**src/hw/rtl/rtk_pkg.sv**
```systemverilog
// shared types and constants for the relay autotuner
// widths, request and status codes, controller/datapath handshake structs
// no dependencies
package rtk_pkg;

	localparam int REQ_W      = 2;
	localparam int SIG_W      = 24;
	localparam int TIME_W     = 32;
	localparam int AMP_W      = 16;
	localparam int HYST_W     = 23;
	localparam int DRIVE_W    = 17;
	localparam int STATUS_W   = 3;
	localparam int GAIN_W     = 32;
	localparam int PERIOD_W   = 16;
	localparam int CFG_IDX_W  = 2;
	localparam int CFG_DATA_W = 32;

	localparam int PERIODS_DEF = 3;
	localparam int TIMEOUT_DEF = 30000;

	localparam logic [AMP_W-1:0]  AMP_RESET  = 16'd4096;
	localparam logic [HYST_W-1:0] HYST_RESET = 23'd410;

	// pi in unsigned Q2.24
	localparam int PI_W = 26;
	localparam logic [PI_W-1:0] PI_Q24 = 26'h3243F6B;

	// Ku = 8*d*2^40 / (pp*pi_q24): the dividend is d << 43, i.e. d << 11 above a 32-bit
	// quotient field
	localparam int KU_NUM_SHIFT = 11;
	localparam int DEN_W        = SIG_W + PI_W;
	localparam int QUO_W        = 32;

	localparam int PERIOD_MAX    = 65535;
	localparam int MIN_PERIOD_MS = 50;
	localparam int PP_X50_MIN    = 4096;

	localparam logic [2:0] UP_FLIP_ARM   = 3'd2;
	localparam logic [2:0] UP_FLIP_TRACK = 3'd3;
	localparam logic [2:0] UP_FLIP_SAT   = 3'd4;

	typedef enum logic [REQ_W-1:0] {
		REQ_SAMPLE = 2'd0,
		REQ_BEGIN  = 2'd1,
		REQ_CANCEL = 2'd2
	} req_kind_t;

	typedef enum logic [STATUS_W-1:0] {
		STATUS_IDLE       = 3'd0,
		STATUS_RUNNING    = 3'd1,
		STATUS_DONE       = 3'd2,
		STATUS_FAIL_SMALL = 3'd3,
		STATUS_FAIL_TIME  = 3'd4
	} tune_status_t;

	typedef enum logic [CFG_IDX_W-1:0] {
		CFG_DRIVE_AMP = 2'd0,
		CFG_HYST      = 2'd1
	} cfg_reg_t;

	typedef struct packed {
		logic accept;
		logic mul;
		logic ku_start;
		logic take_ku;
		logic take_tu;
		logic load_out;
	} rtk_cmd_t;

	typedef struct packed {
		logic need_div;
		logic div_done;
	} rtk_stat_t;

endpackage

```
**src/hw/rtl/rtk_ifs.sv**
```systemverilog
// channel interfaces of the relay autotuner: request, result, register write
// depends on rtk_pkg
interface rtk_req_if import rtk_pkg::*; ();
	logic                     valid;
	logic                     ready;
	logic [REQ_W-1:0]         req_type;
	logic signed [SIG_W-1:0]  error_value;
	logic signed [SIG_W-1:0]  measured_value;
	logic [TIME_W-1:0]        timestamp_ms;

	modport source (output valid, req_type, error_value, measured_value, timestamp_ms,
		input ready);
	modport sink (input valid, req_type, error_value, measured_value, timestamp_ms,
		output ready);
endinterface

interface rtk_res_if import rtk_pkg::*; ();
	logic                      valid;
	logic                      ready;
	logic signed [DRIVE_W-1:0] drive;
	logic [STATUS_W-1:0]       status;
	logic [GAIN_W-1:0]         ultimate_gain;
	logic [PERIOD_W-1:0]       ultimate_period_ms;

	modport source (output valid, drive, status, ultimate_gain, ultimate_period_ms,
		input ready);
	modport sink (input valid, drive, status, ultimate_gain, ultimate_period_ms,
		output ready);
endinterface

interface rtk_cfg_if import rtk_pkg::*; ();
	logic                  valid;
	logic                  ready;
	logic [CFG_IDX_W-1:0]  index;
	logic [CFG_DATA_W-1:0] data;

	modport source (output valid, index, data, input ready);
	modport sink (input valid, index, data, output ready);
endinterface

```
**src/hw/rtl/rtk_div.sv**
```systemverilog
// restoring divider, one quotient bit per cycle, saturating 32-bit quotient
// depends on rtk_pkg
module rtk_div import rtk_pkg::*; (
	input  logic             clk,
	input  logic             arst_n,
	input  logic             start,
	input  logic [DEN_W-1:0] init_rem,
	input  logic [QUO_W-1:0] low_num,
	input  logic [DEN_W-1:0] divisor,
	output logic             done,
	output logic [QUO_W-1:0] quotient
);

	localparam int CNT_W = $clog2(QUO_W + 1);

	logic             busy_q;
	logic [CNT_W-1:0] cnt_q;
	logic [DEN_W-1:0] rem_q;
	logic [DEN_W-1:0] div_q;
	logic [QUO_W-1:0] num_q;
	logic             sat_q;
	logic [DEN_W:0]   trial;
	logic [DEN_W:0]   diff;
	logic             fits;

	always_comb begin
		trial = {rem_q, num_q[QUO_W-1]};
		diff  = trial - {1'b0, div_q};
		fits  = trial >= {1'b0, div_q};
	end

	always_ff @(posedge clk or negedge arst_n) begin
		if (!arst_n) begin
			busy_q <= 1'b0;
			cnt_q  <= '0;
		end else if (start) begin
			busy_q <= 1'b1;
			cnt_q  <= CNT_W'(QUO_W);
		end else if (busy_q) begin
			if (cnt_q == '0) begin
				busy_q <= 1'b0;
			end else begin
				cnt_q <= cnt_q - 1'b1;
			end
		end
	end

	// quotient bits shift in behind the dividend bits
	always_ff @(posedge clk) begin
		if (start) begin
			rem_q <= init_rem;
			num_q <= low_num;
			div_q <= divisor;
			sat_q <= init_rem >= divisor;
		end else if (busy_q && cnt_q != '0) begin
			rem_q <= fits ? diff[DEN_W-1:0] : trial[DEN_W-1:0];
			num_q <= {num_q[QUO_W-2:0], fits};
		end
	end

	assign done     = busy_q && (cnt_q == '0);
	assign quotient = sat_q ? '1 : num_q;

endmodule

```
**src/hw/rtl/rtk_dp.sv**
```systemverilog
// datapath of the relay autotuner: registers, relay and period tracking,
// den multiplier, divider and output register; depends on rtk_pkg and rtk_div
module rtk_dp import rtk_pkg::*; #(
	parameter int PERIODS_AVERAGED = PERIODS_DEF,
	parameter int TIMEOUT_MS       = TIMEOUT_DEF
) (
	input  logic                      clk,
	input  logic                      arst_n,
	input  rtk_cmd_t                  cmd,
	output rtk_stat_t                 stat,
	input  logic                      cfg_we,
	input  logic [CFG_IDX_W-1:0]      cfg_index,
	input  logic [CFG_DATA_W-1:0]     cfg_data,
	input  logic [REQ_W-1:0]          req_type,
	input  logic signed [SIG_W-1:0]   error_value,
	input  logic signed [SIG_W-1:0]   measured_value,
	input  logic [TIME_W-1:0]         timestamp_ms,
	output logic signed [DRIVE_W-1:0] drive,
	output logic [STATUS_W-1:0]       status,
	output logic [GAIN_W-1:0]         ultimate_gain,
	output logic [PERIOD_W-1:0]       ultimate_period_ms
);

	localparam int CNT_W = $clog2(PERIODS_AVERAGED + 1);
	localparam int SUM_W = $clog2(PERIODS_AVERAGED * PERIOD_MAX + PERIODS_AVERAGED / 2 + 1);
	localparam int PPX_W = SIG_W + 6;
	localparam logic [CNT_W-1:0]  CNT_FULL    = CNT_W'(PERIODS_AVERAGED);
	localparam logic [SUM_W-1:0]  SUM_MIN     = SUM_W'(MIN_PERIOD_MS * PERIODS_AVERAGED);
	localparam logic [SUM_W-1:0]  SUM_HALF    = SUM_W'(PERIODS_AVERAGED / 2);
	localparam logic [TIME_W-1:0] TIMEOUT_LIM = TIME_W'(TIMEOUT_MS);
	localparam logic [TIME_W-1:0] DT_MAX      = TIME_W'(PERIOD_MAX);

	// Tu average by reciprocal multiply, exact for every sum below 2^SUM_W
	localparam int TU_SHIFT = SUM_W + 3;
	localparam int TU_RW    = TU_SHIFT + 1;
	localparam int TU_PW    = SUM_W + TU_RW;
	localparam logic [TU_RW-1:0] TU_RECIP = TU_RW'(((64'd1 << TU_SHIFT) +
		64'(PERIODS_AVERAGED - 1)) / 64'(PERIODS_AVERAGED));

	// configuration
	logic [AMP_W-1:0]  amp_q;
	logic [HYST_W-1:0] hyst_q;

	// run state
	logic                    run_q;
	logic                    relay_q;
	logic [2:0]              up_q;
	logic [CNT_W-1:0]        cnt_q;
	logic [SUM_W-1:0]        sum_q;
	logic [TIME_W-1:0]       last_q;
	logic [TIME_W-1:0]       start_q;
	logic signed [SIG_W-1:0] min_q;
	logic signed [SIG_W-1:0] max_q;
	logic [GAIN_W-1:0]       gain_q;
	logic [PERIOD_W-1:0]     period_q;
	logic [DEN_W-1:0]        den_q;

	// result held until the output register is free
	logic signed [DRIVE_W-1:0] res_drive_q;
	logic [STATUS_W-1:0]       res_status_q;
	logic signed [DRIVE_W-1:0] out_drive_q;
	logic [STATUS_W-1:0]       out_status_q;
	logic [GAIN_W-1:0]         out_gain_q;
	logic [PERIOD_W-1:0]       out_period_q;

	// next-state of a sample step
	logic signed [SIG_W:0]     e_x;
	logic signed [SIG_W:0]     h_x;
	logic                      flip_dn;
	logic                      flip_up;
	logic                      relay_n;
	logic [2:0]                up_n;
	logic [CNT_W-1:0]          cnt_n;
	logic [SUM_W-1:0]          sum_n;
	logic [TIME_W-1:0]         last_n;
	logic signed [SIG_W-1:0]   min_n;
	logic signed [SIG_W-1:0]   max_n;
	logic [TIME_W-1:0]         dt_raw;
	logic [PERIOD_W-1:0]       dt;
	logic [SIG_W-1:0]          pp_n;
	logic [SIG_W-1:0]          pp_r;
	logic [PPX_W-1:0]          pp_x50;
	logic                      finish;
	logic                      ok;
	logic [TIME_W-1:0]         elapsed;
	logic                      timed_out;
	logic signed [DRIVE_W-1:0] mag;
	logic signed [DRIVE_W-1:0] drv_n;
	logic [STATUS_W-1:0]       samp_status;
	logic                      run_n;

	// Tu rounding
	logic [SUM_W-1:0]          tu_num;
	logic [TU_PW-1:0]          tu_prod;

	// divider hookup
	logic             div_start;
	logic [DEN_W-1:0] div_init;
	logic [QUO_W-1:0] div_low;
	logic [DEN_W-1:0] div_den;
	logic             div_done;
	logic [QUO_W-1:0] div_quo;

	always_comb begin
		e_x     = {error_value[SIG_W-1], error_value};
		h_x     = {2'b00, hyst_q};
		flip_dn = relay_q && (e_x < -h_x);
		flip_up = !relay_q && (e_x > h_x);
		relay_n = relay_q;
		up_n    = up_q;
		cnt_n   = cnt_q;
		sum_n   = sum_q;
		last_n  = last_q;
		min_n   = min_q;
		max_n   = max_q;
		dt_raw  = timestamp_ms - last_q;
		dt      = (dt_raw > DT_MAX) ? PERIOD_W'(PERIOD_MAX) : dt_raw[PERIOD_W-1:0];

		if (flip_dn) begin
			relay_n = 1'b0;
		end else if (flip_up) begin
			relay_n = 1'b1;
			if (up_q < UP_FLIP_SAT) begin
				up_n = up_q + 3'd1;
			end
			if (up_q == UP_FLIP_ARM) begin
				// measurement starts on this upward flip
				min_n  = measured_value;
				max_n  = measured_value;
				last_n = timestamp_ms;
			end else if (up_q >= UP_FLIP_TRACK) begin
				if (cnt_q < CNT_FULL) begin
					sum_n = sum_q + SUM_W'(dt);
					cnt_n = cnt_q + 1'b1;
				end
				last_n = timestamp_ms;
			end
		end

		if (up_n >= UP_FLIP_TRACK) begin
			if (measured_value < min_n) begin
				min_n = measured_value;
			end
			if (measured_value > max_n) begin
				max_n = measured_value;
			end
		end

		pp_n      = SIG_W'(max_n - min_n);
		pp_x50    = PPX_W'(pp_n) * PPX_W'(50);
		ok        = (pp_x50 > PPX_W'(PP_X50_MIN)) && (sum_n > SUM_MIN);
		finish    = cnt_n >= CNT_FULL;
		elapsed   = timestamp_ms - start_q;
		timed_out = elapsed > TIMEOUT_LIM;
		mag       = DRIVE_W'({1'b0, amp_q});
		drv_n     = relay_n ? mag : -mag;

		// completion takes priority over the timeout
		if (finish) begin
			samp_status = ok ? STATUS_DONE : STATUS_FAIL_SMALL;
		end else if (timed_out) begin
			samp_status = STATUS_FAIL_TIME;
		end else begin
			samp_status = STATUS_RUNNING;
		end
		run_n = !(finish || timed_out);
	end

	assign stat.need_div = (req_type == REQ_SAMPLE) && run_q && finish && ok;
	assign stat.div_done = div_done;

	assign tu_num  = sum_q + SUM_HALF;
	assign tu_prod = TU_PW'(tu_num) * TU_PW'(TU_RECIP);

	always_ff @(posedge clk or negedge arst_n) begin
		if (!arst_n) begin
			amp_q  <= AMP_RESET;
			hyst_q <= HYST_RESET;
		end else if (cfg_we) begin
			case (cfg_index)
				CFG_DRIVE_AMP: amp_q  <= cfg_data[AMP_W-1:0];
				CFG_HYST:      hyst_q <= cfg_data[HYST_W-1:0];
				default:       ;
			endcase
		end
	end

	always_ff @(posedge clk or negedge arst_n) begin
		if (!arst_n) begin
			run_q    <= 1'b0;
			relay_q  <= 1'b1;
			up_q     <= '0;
			cnt_q    <= '0;
			sum_q    <= '0;
			last_q   <= '0;
			start_q  <= '0;
			min_q    <= '0;
			max_q    <= '0;
			gain_q   <= '0;
			period_q <= '0;
		end else begin
			if (cmd.accept) begin
				case (req_type)
					REQ_BEGIN: begin
						run_q   <= 1'b1;
						relay_q <= 1'b1;
						up_q    <= '0;
						cnt_q   <= '0;
						sum_q   <= '0;
						last_q  <= '0;
						min_q   <= '0;
						max_q   <= '0;
						start_q <= timestamp_ms;
					end
					REQ_CANCEL: begin
						run_q <= 1'b0;
					end
					REQ_SAMPLE: begin
						if (run_q) begin
							run_q   <= run_n;
							relay_q <= relay_n;
							up_q    <= up_n;
							cnt_q   <= cnt_n;
							sum_q   <= sum_n;
							last_q  <= last_n;
							min_q   <= min_n;
							max_q   <= max_n;
						end
					end
					default: ;
				endcase
			end
			if (cmd.take_ku) begin
				gain_q <= div_quo;
			end
			if (cmd.take_tu) begin
				period_q <= tu_prod[TU_SHIFT +: PERIOD_W];
			end
		end
	end

	always_ff @(posedge clk) begin
		if (cmd.accept) begin
			case (req_type)
				REQ_BEGIN: begin
					res_drive_q  <= '0;
					res_status_q <= STATUS_RUNNING;
				end
				REQ_CANCEL: begin
					res_drive_q  <= '0;
					res_status_q <= STATUS_IDLE;
				end
				REQ_SAMPLE: begin
					res_drive_q  <= run_q ? drv_n : '0;
					res_status_q <= run_q ? samp_status : STATUS_IDLE;
				end
				default: begin
					res_drive_q  <= '0;
					res_status_q <= run_q ? STATUS_RUNNING : STATUS_IDLE;
				end
			endcase
		end
	end

	// denominator pp * pi, registered ahead of the divider
	assign pp_r = SIG_W'(max_q - min_q);

	always_ff @(posedge clk) begin
		if (cmd.mul) begin
			den_q <= {{PI_W{1'b0}}, pp_r} * {{SIG_W{1'b0}}, PI_Q24};
		end
	end

	assign div_start = cmd.ku_start;
	assign div_init  = DEN_W'({amp_q, {KU_NUM_SHIFT{1'b0}}});
	assign div_low   = '0;
	assign div_den   = den_q;

	rtk_div u_div (
		.clk      (clk),
		.arst_n   (arst_n),
		.start    (div_start),
		.init_rem (div_init),
		.low_num  (div_low),
		.divisor  (div_den),
		.done     (div_done),
		.quotient (div_quo)
	);

	always_ff @(posedge clk) begin
		if (cmd.load_out) begin
			out_drive_q  <= res_drive_q;
			out_status_q <= res_status_q;
			out_gain_q   <= gain_q;
			out_period_q <= period_q;
		end
	end

	assign drive              = out_drive_q;
	assign status             = out_status_q;
	assign ultimate_gain      = out_gain_q;
	assign ultimate_period_ms = out_period_q;

endmodule

```
**src/hw/rtl/rtk_ctrl.sv**
```systemverilog
// controller of the relay autotuner: sequences accept, the Ku division and
// result hand-off, owns the output valid; depends on rtk_pkg
module rtk_ctrl import rtk_pkg::*; (
	input  logic      clk,
	input  logic      arst_n,
	input  logic      in_valid,
	output logic      in_ready,
	output logic      out_valid,
	input  logic      out_ready,
	input  rtk_stat_t stat,
	output rtk_cmd_t  cmd
);

	typedef enum logic [4:0] {
		ST_IDLE    = 5'b00001,
		ST_MUL     = 5'b00010,
		ST_KU_GO   = 5'b00100,
		ST_KU_WAIT = 5'b01000,
		ST_PUSH    = 5'b10000
	} ctrl_state_t;

	ctrl_state_t state_q;
	ctrl_state_t state_n;
	logic        out_valid_q;

	always_comb begin
		cmd     = '0;
		state_n = state_q;
		case (state_q)
			ST_IDLE: begin
				if (in_valid) begin
					cmd.accept = 1'b1;
					state_n    = stat.need_div ? ST_MUL : ST_PUSH;
				end
			end
			ST_MUL: begin
				cmd.mul = 1'b1;
				state_n = ST_KU_GO;
			end
			ST_KU_GO: begin
				cmd.ku_start = 1'b1;
				state_n      = ST_KU_WAIT;
			end
			ST_KU_WAIT: begin
				// Tu comes from the reciprocal multiply, ready alongside Ku
				if (stat.div_done) begin
					cmd.take_ku = 1'b1;
					cmd.take_tu = 1'b1;
					state_n     = ST_PUSH;
				end
			end
			ST_PUSH: begin
				// output register free or emptied at this edge
				if (!out_valid_q || out_ready) begin
					cmd.load_out = 1'b1;
					state_n      = ST_IDLE;
				end
			end
			default: begin
				state_n = ST_IDLE;
			end
		endcase
	end

	always_ff @(posedge clk or negedge arst_n) begin
		if (!arst_n) begin
			state_q     <= ST_IDLE;
			out_valid_q <= 1'b0;
		end else begin
			state_q <= state_n;
			if (cmd.load_out) begin
				out_valid_q <= 1'b1;
			end else if (out_ready) begin
				out_valid_q <= 1'b0;
			end
		end
	end

	assign in_ready  = (state_q == ST_IDLE);
	assign out_valid = out_valid_q;

endmodule

```
**src/hw/rtl/relay_autotune_ku_tu_unit.sv**
```systemverilog
// top level of the relay autotuner: controller, datapath and channel wiring
// depends on rtk_pkg, rtk_ifs, rtk_ctrl, rtk_dp
//
// channel | dir | transaction carries
// req     | in  | req_type, error_value, measured_value, timestamp_ms
// res     | out | drive, status, ultimate_gain, ultimate_period_ms
// cfg     | in  | index, data (register write, always ready)
//
// every request gives one result transaction; most pass through accept, then output load,
// the sample that closes a successful run through accept, den multiply, divider start,
// the restoring divider and then load
// a new request is taken once the previous result has moved to the output
// register, so a stalled result holds back at most one request
// reset is asynchronous and needs no clearing pass
module relay_autotune_ku_tu_unit import rtk_pkg::*; #(
	parameter int PERIODS_AVERAGED = PERIODS_DEF,
	parameter int TIMEOUT_MS       = TIMEOUT_DEF
) (
	input logic       clk,
	input logic       arst_n,
	rtk_req_if.sink   req,
	rtk_res_if.source res,
	rtk_cfg_if.sink   cfg
);

	rtk_cmd_t  cmd;
	rtk_stat_t stat;

	assign cfg.ready = 1'b1;

	rtk_ctrl u_ctrl (
		.clk       (clk),
		.arst_n    (arst_n),
		.in_valid  (req.valid),
		.in_ready  (req.ready),
		.out_valid (res.valid),
		.out_ready (res.ready),
		.stat      (stat),
		.cmd       (cmd)
	);

	rtk_dp #(
		.PERIODS_AVERAGED (PERIODS_AVERAGED),
		.TIMEOUT_MS       (TIMEOUT_MS)
	) u_dp (
		.clk                (clk),
		.arst_n             (arst_n),
		.cmd                (cmd),
		.stat               (stat),
		.cfg_we             (cfg.valid),
		.cfg_index          (cfg.index),
		.cfg_data           (cfg.data),
		.req_type           (req.req_type),
		.error_value        (req.error_value),
		.measured_value     (req.measured_value),
		.timestamp_ms       (req.timestamp_ms),
		.drive              (res.drive),
		.status             (res.status),
		.ultimate_gain      (res.ultimate_gain),
		.ultimate_period_ms (res.ultimate_period_ms)
	);

endmodule

```
**src/flat_wrapper.sv**
```systemverilog
// flat-port wrapper written by rule: the top's interface ports become plain ports
module relay_autotune_ku_tu_unit_flat import rtk_pkg::*;
#(
	parameter int PERIODS_AVERAGED = PERIODS_DEF,
	parameter int TIMEOUT_MS       = TIMEOUT_DEF
)
  (clk, arst_n, req_valid, req_req_type, req_error_value, req_measured_value, req_timestamp_ms, req_ready, res_valid, res_drive, res_status, res_ultimate_gain, res_ultimate_period_ms, res_ready, cfg_valid, cfg_index, cfg_data, cfg_ready);
  rtk_req_if req_i ();
  rtk_res_if res_i ();
  rtk_cfg_if cfg_i ();
  input logic clk;
  input logic arst_n;
  input wire logic [$bits(req_i.valid)-1:0] req_valid;
  input wire logic [$bits(req_i.req_type)-1:0] req_req_type;
  input wire logic [$bits(req_i.error_value)-1:0] req_error_value;
  input wire logic [$bits(req_i.measured_value)-1:0] req_measured_value;
  input wire logic [$bits(req_i.timestamp_ms)-1:0] req_timestamp_ms;
  output wire logic [$bits(req_i.ready)-1:0] req_ready;
  output wire logic [$bits(res_i.valid)-1:0] res_valid;
  output wire logic [$bits(res_i.drive)-1:0] res_drive;
  output wire logic [$bits(res_i.status)-1:0] res_status;
  output wire logic [$bits(res_i.ultimate_gain)-1:0] res_ultimate_gain;
  output wire logic [$bits(res_i.ultimate_period_ms)-1:0] res_ultimate_period_ms;
  input wire logic [$bits(res_i.ready)-1:0] res_ready;
  input wire logic [$bits(cfg_i.valid)-1:0] cfg_valid;
  input wire logic [$bits(cfg_i.index)-1:0] cfg_index;
  input wire logic [$bits(cfg_i.data)-1:0] cfg_data;
  output wire logic [$bits(cfg_i.ready)-1:0] cfg_ready;
  assign req_i.valid = req_valid;
  assign req_i.req_type = req_req_type;
  assign req_i.error_value = req_error_value;
  assign req_i.measured_value = req_measured_value;
  assign req_i.timestamp_ms = req_timestamp_ms;
  assign req_ready = req_i.ready;
  assign res_valid = res_i.valid;
  assign res_drive = res_i.drive;
  assign res_status = res_i.status;
  assign res_ultimate_gain = res_i.ultimate_gain;
  assign res_ultimate_period_ms = res_i.ultimate_period_ms;
  assign res_i.ready = res_ready;
  assign cfg_i.valid = cfg_valid;
  assign cfg_i.index = cfg_index;
  assign cfg_i.data = cfg_data;
  assign cfg_ready = cfg_i.ready;
  relay_autotune_ku_tu_unit #(.PERIODS_AVERAGED(PERIODS_AVERAGED), .TIMEOUT_MS(TIMEOUT_MS)) u_core (.clk(clk), .arst_n(arst_n), .req(req_i), .res(res_i), .cfg(cfg_i));
endmodule
```
**config.mk**
```make
export PLATFORM = sky130hd
export DESIGN_NAME = relay_autotune_ku_tu_unit_flat
export DESIGN_NICKNAME = d
export VERILOG_FILES = /design/src/hw/rtl/rtk_pkg.sv /design/src/hw/rtl/rtk_ifs.sv /design/src/hw/rtl/rtk_div.sv /design/src/hw/rtl/rtk_dp.sv /design/src/hw/rtl/rtk_ctrl.sv /design/src/hw/rtl/relay_autotune_ku_tu_unit.sv /design/src/flat_wrapper.sv
export SDC_FILE = /design/constraint.sdc
export NUM_CORES = 2
export LEC_CHECK = 0
export ABC_AREA = 1
export BUFFER_PORTS_ARGS = -buffer_cell sky130_fd_sc_hd__buf_4
export CAP_MARGIN = 10
export CORE_MARGIN = 4
export CORE_UTILIZATION = 30
export CTS_CLUSTER_SIZE = 25
export DETAILED_ROUTE_END_ITERATION = 10
export PLACE_DENSITY = 0.48
export SLEW_MARGIN = 15
export SYNTH_ARGS = -nofsm -noshare
export SYNTH_HDL_FRONTEND = slang
export SYNTH_HIERARCHICAL = 1
export SYNTH_SLANG_ARGS = --single-unit
```
**constraint.sdc**
```tcl
create_clock -name clk -period 12.4 [get_ports clk]
set_clock_uncertainty 0.2 [all_clocks]
set_input_delay 2.48 -clock clk [delete_from_list [all_inputs] [get_ports clk]]
set_output_delay 2.48 -clock clk [all_outputs]
set_load 0.03 [all_outputs]
```
==> impl_metrics.py <==
metrics = {
    "global_routing": {
        "antenna_found_initial": 20,
        "grt_max_degree": 107,
        "grt_pass1_wl_mm": 246,
        "overflow": 0,
        "track_usage_pct": 16.6,
        "grt_pass1_vias": 43400,
    },
    "routing": {
        "firstDrtPassIters": 6,
        "drc_errors": 0,
        "vias_per_cell": 4.54,
        "postRouteAntennaNets": 0,
        "wl_mm": 156,
        "wl_per_cell_um": 16.2,
        "vias": 43600,
        "drt_iter0_markers": 2043,
    },
    "logic_synthesis": {
        "yosys-top-cells-area": "ha_1 18%, edfxtp_1 15%, fa_1 13%",
        "yosysMostFrequentCell": "inv_1",
        "synth_cell_types": 69,
        "synth_top_area_cell": "ha_1",
        "syn-cell-area_um2": 54200,
        "syn_inst": 6628,
        "async_reset_ff_share_pct": 46.7,
        "synth_top_cell_area_share_pct": 17.7,
        "synth-warning-count": 6,
        "synth_flop_cell": "edfxtp_1",
        "synth_area_per_cell_um2": 8.17,
        "yosys_register_bits": 508,
        "ys_seq_area_share_pct": 26.0,
        "synth_common_cells": "1380 x inv_1, 1336 x nand2_1, 768 x ha_1",
        "synth-edff-count": 271,
    },
    "timing": {
        "max_freq_ghz": 0.0853,
        "setup_viol": 0,
        "setup_tns_ps": 0,
        "setup_ws_ps": 682,
        "finalCritPeriodShare_pct": 94.5,
        "whs_ps": 216,
        "hold_viol": 0,
        "worstMarginPinSlew_ps": 1090,
        "drv_slew": 0,
        "slew_headroom_pct": 26.6,
        "fin_crit_ps": 11720,
    },
    "die": {
        "die_w_um": 433,
        "rows": 155,
        "ios": 192,
        "dieArea_um2": 187000,
        "die_height_um": 433,
        "coreArea_um2": 179000,
        "start_util_pct": 30.3,
    },
    "critical_path": {
        "rr_startpoint": "u_core/u_dp/max_q[0]",
        "r2r_slack_ps": 1780,
        "cp-endpoint": "u_core/u_ctrl/state_q[4]",
        "start_kind": "input port",
        "criticalPathCategory": "in -> reg",
        "worstSetupStartpoint": "req_error_value[15]",
        "worst_ep_required_time_ps": 12740,
        "arrival_ps": 12060,
        "r2r_cells": 46,
        "rr_endpoint": "u_core/u_dp/den_q[49]",
        "critPathMaxFanout": 16,
        "end_kind": "flop",
        "slowest_stage": "nor4_2",
        "slowest_delay_ps": 360,
    },
    "worst_hold_path": {
        "hp-class": "reg -> reg",
    },
    "clocking": {
        "cts_buffers": 68,
        "clk-insertion-delay-late_ps": 690,
        "clkTransAtPathRegs_ps": 50,
        "htreeDepth": 3,
        "clockBufferDepth": 3,
        "root_buffer": "clkbuf_16",
        "cts_tree": "done",
        "cts_hold_buffers": 0,
        "cts_sinks": 508,
    },
    "final_layout": {
        "final_nets": 8453,
        "multiInputGateArea_um2": 35200,
        "drive_gt1_share_pct": 11.7,
        "layoutNonFillerInstCount": 9620,
        "area_delta_synth_final_pct": 17.5,
        "fillers": 18800,
        "regArea_um2": 14100,
    },
    "placement": {
        "gp_congestion": 0.910,
        "numPortBuffers": 181,
        "place_ws_ps": -544,
        "dpl.hpwl_mm": 129,
        "dp_cells": 9483,
    },
    "status": {
        "outcome": "completed",
    },
    "run": {
        "maxCapViolCount": 0,
    },
}
## layout make-up
| type | count | share of cell area [%] |
|---|---|---|
| diodes | 7 | 0.0275 |
| clock buffers | 92 | 3.03 |
| repair buffers | 515 | 6.20 |
| clock inverters | 32 | 0.556 |
| flip-flops and latches | 508 | 22.1 |
| inverters | 1390 | 8.20 |
| well taps | 2355 | 4.63 |
| multi-input cells | 4721 | 55.2 |
## critical path, delay by kind of cell
kind	cells	cell delay (ps)
and+or+nand+nor	32	4440
buffers and inverters	15	2220
adders and majority gates	7	2010
AOI/OAI and AO/OA	4	590
xor gates and xnor gates	1	270
## per-layer routing
metal	GRT usage (%)	part of all wire, %	vias to the layer above
met1	22.6	47	20400
met2	28.2	47	601
li1	-	-	22400
met3	1.91	3.2	182
met4	4.13	2.5	8
met5	0	0.023	-
## placed cells by master (no fill, tap or decap), drive strengths merged, types with 229 or more instances in the layout
cell type     n
nand3       254
nand2      1358
inv        1396
fa          360
ha          768
a21oi       394
dfrtp       229
edfxtp      271
buf         514
nor2        343
o21ai       410
## worst min-delay path by stage
| stage | from | end | slack, ps | cells after the start |
|---|---|---|---|---|
| after floorplan | u_core/u_dp/res_drive_q[0] | u_core/u_dp/drive[0] | 200 | 0 |
| after global placement | u_core/u_dp/res_status_q[1] | u_core/u_dp/status[1] | 210 | 0 |
| after detailed placement | u_core/u_dp/res_status_q[1] | u_core/u_dp/status[1] | 200 | 0 |
| after CTS | u_core/u_dp/res_status_q[0] | u_core/u_dp/status[0] | 210 | 0 |
| after global routing | u_core/u_dp/res_drive_q[15] | u_core/u_dp/drive[15] | 220 | 0 |
| final | u_core/u_dp/res_status_q[1] | u_core/u_dp/status[1] | 220 | 0 |
## cells by family after synthesis
logic type	after synthesis	synth area share, %
XOR/XNOR	232	3.79
AND/OR/NAND/NOR	2213	17.5
flip-flops	508	26.0
AO/OA/AOI/OAI	1016	10.4
multiplexers	32	0.665
other	2	0.0139
adder cells (fa/ha/maj)	1128	31.0
buffers and inverters	1497	10.5
## sequential cells by signal, indices dropped and copies added, names as in the netlist, 6 cells and up
signal and cells:
u_core/u_dp/den_q 50, u_core/u_dp/u_div/div_q 50, u_core/u_dp/u_div/rem_q 50, u_core/u_dp/gain_q 32, u_core/u_dp/last_q 32, u_core/u_dp/start_q 32
u_core/u_dp/u_div/num_q 32, u_core/u_dp/ultimate_gain 32, u_core/u_dp/max_q 24, u_core/u_dp/min_q 24, u_core/u_dp/hyst_q 23, u_core/u_dp/sum_q 18
u_core/u_dp/drive 17, u_core/u_dp/res_drive_q 17, u_core/u_dp/amp_q 16, u_core/u_dp/period_q 16, u_core/u_dp/ultimate_period_ms 16, u_core/u_dp/u_div/cnt_q 6
## per-stage QoR
stage | area, um2 | util (%)
after CTS | 63200 | 35.3
after global placement | 60900 | 34.0
final | 63700 | 35.6
after global routing | 63600 | 35.6
after floorplan | 54500 | -
after detailed placement | 60900 | 34.0
## repair_timing
action,4_1_cts,5_1_grt
endpoints found under the setup margin,0,3
gates resized for setup,0,81
endpoints found under the hold margin,0,0
setup buffers,0,5
Power is left out: the tool's default activity adds up to more than one toggle a clock period on the data nets, which glitch-free logic cannot reach.
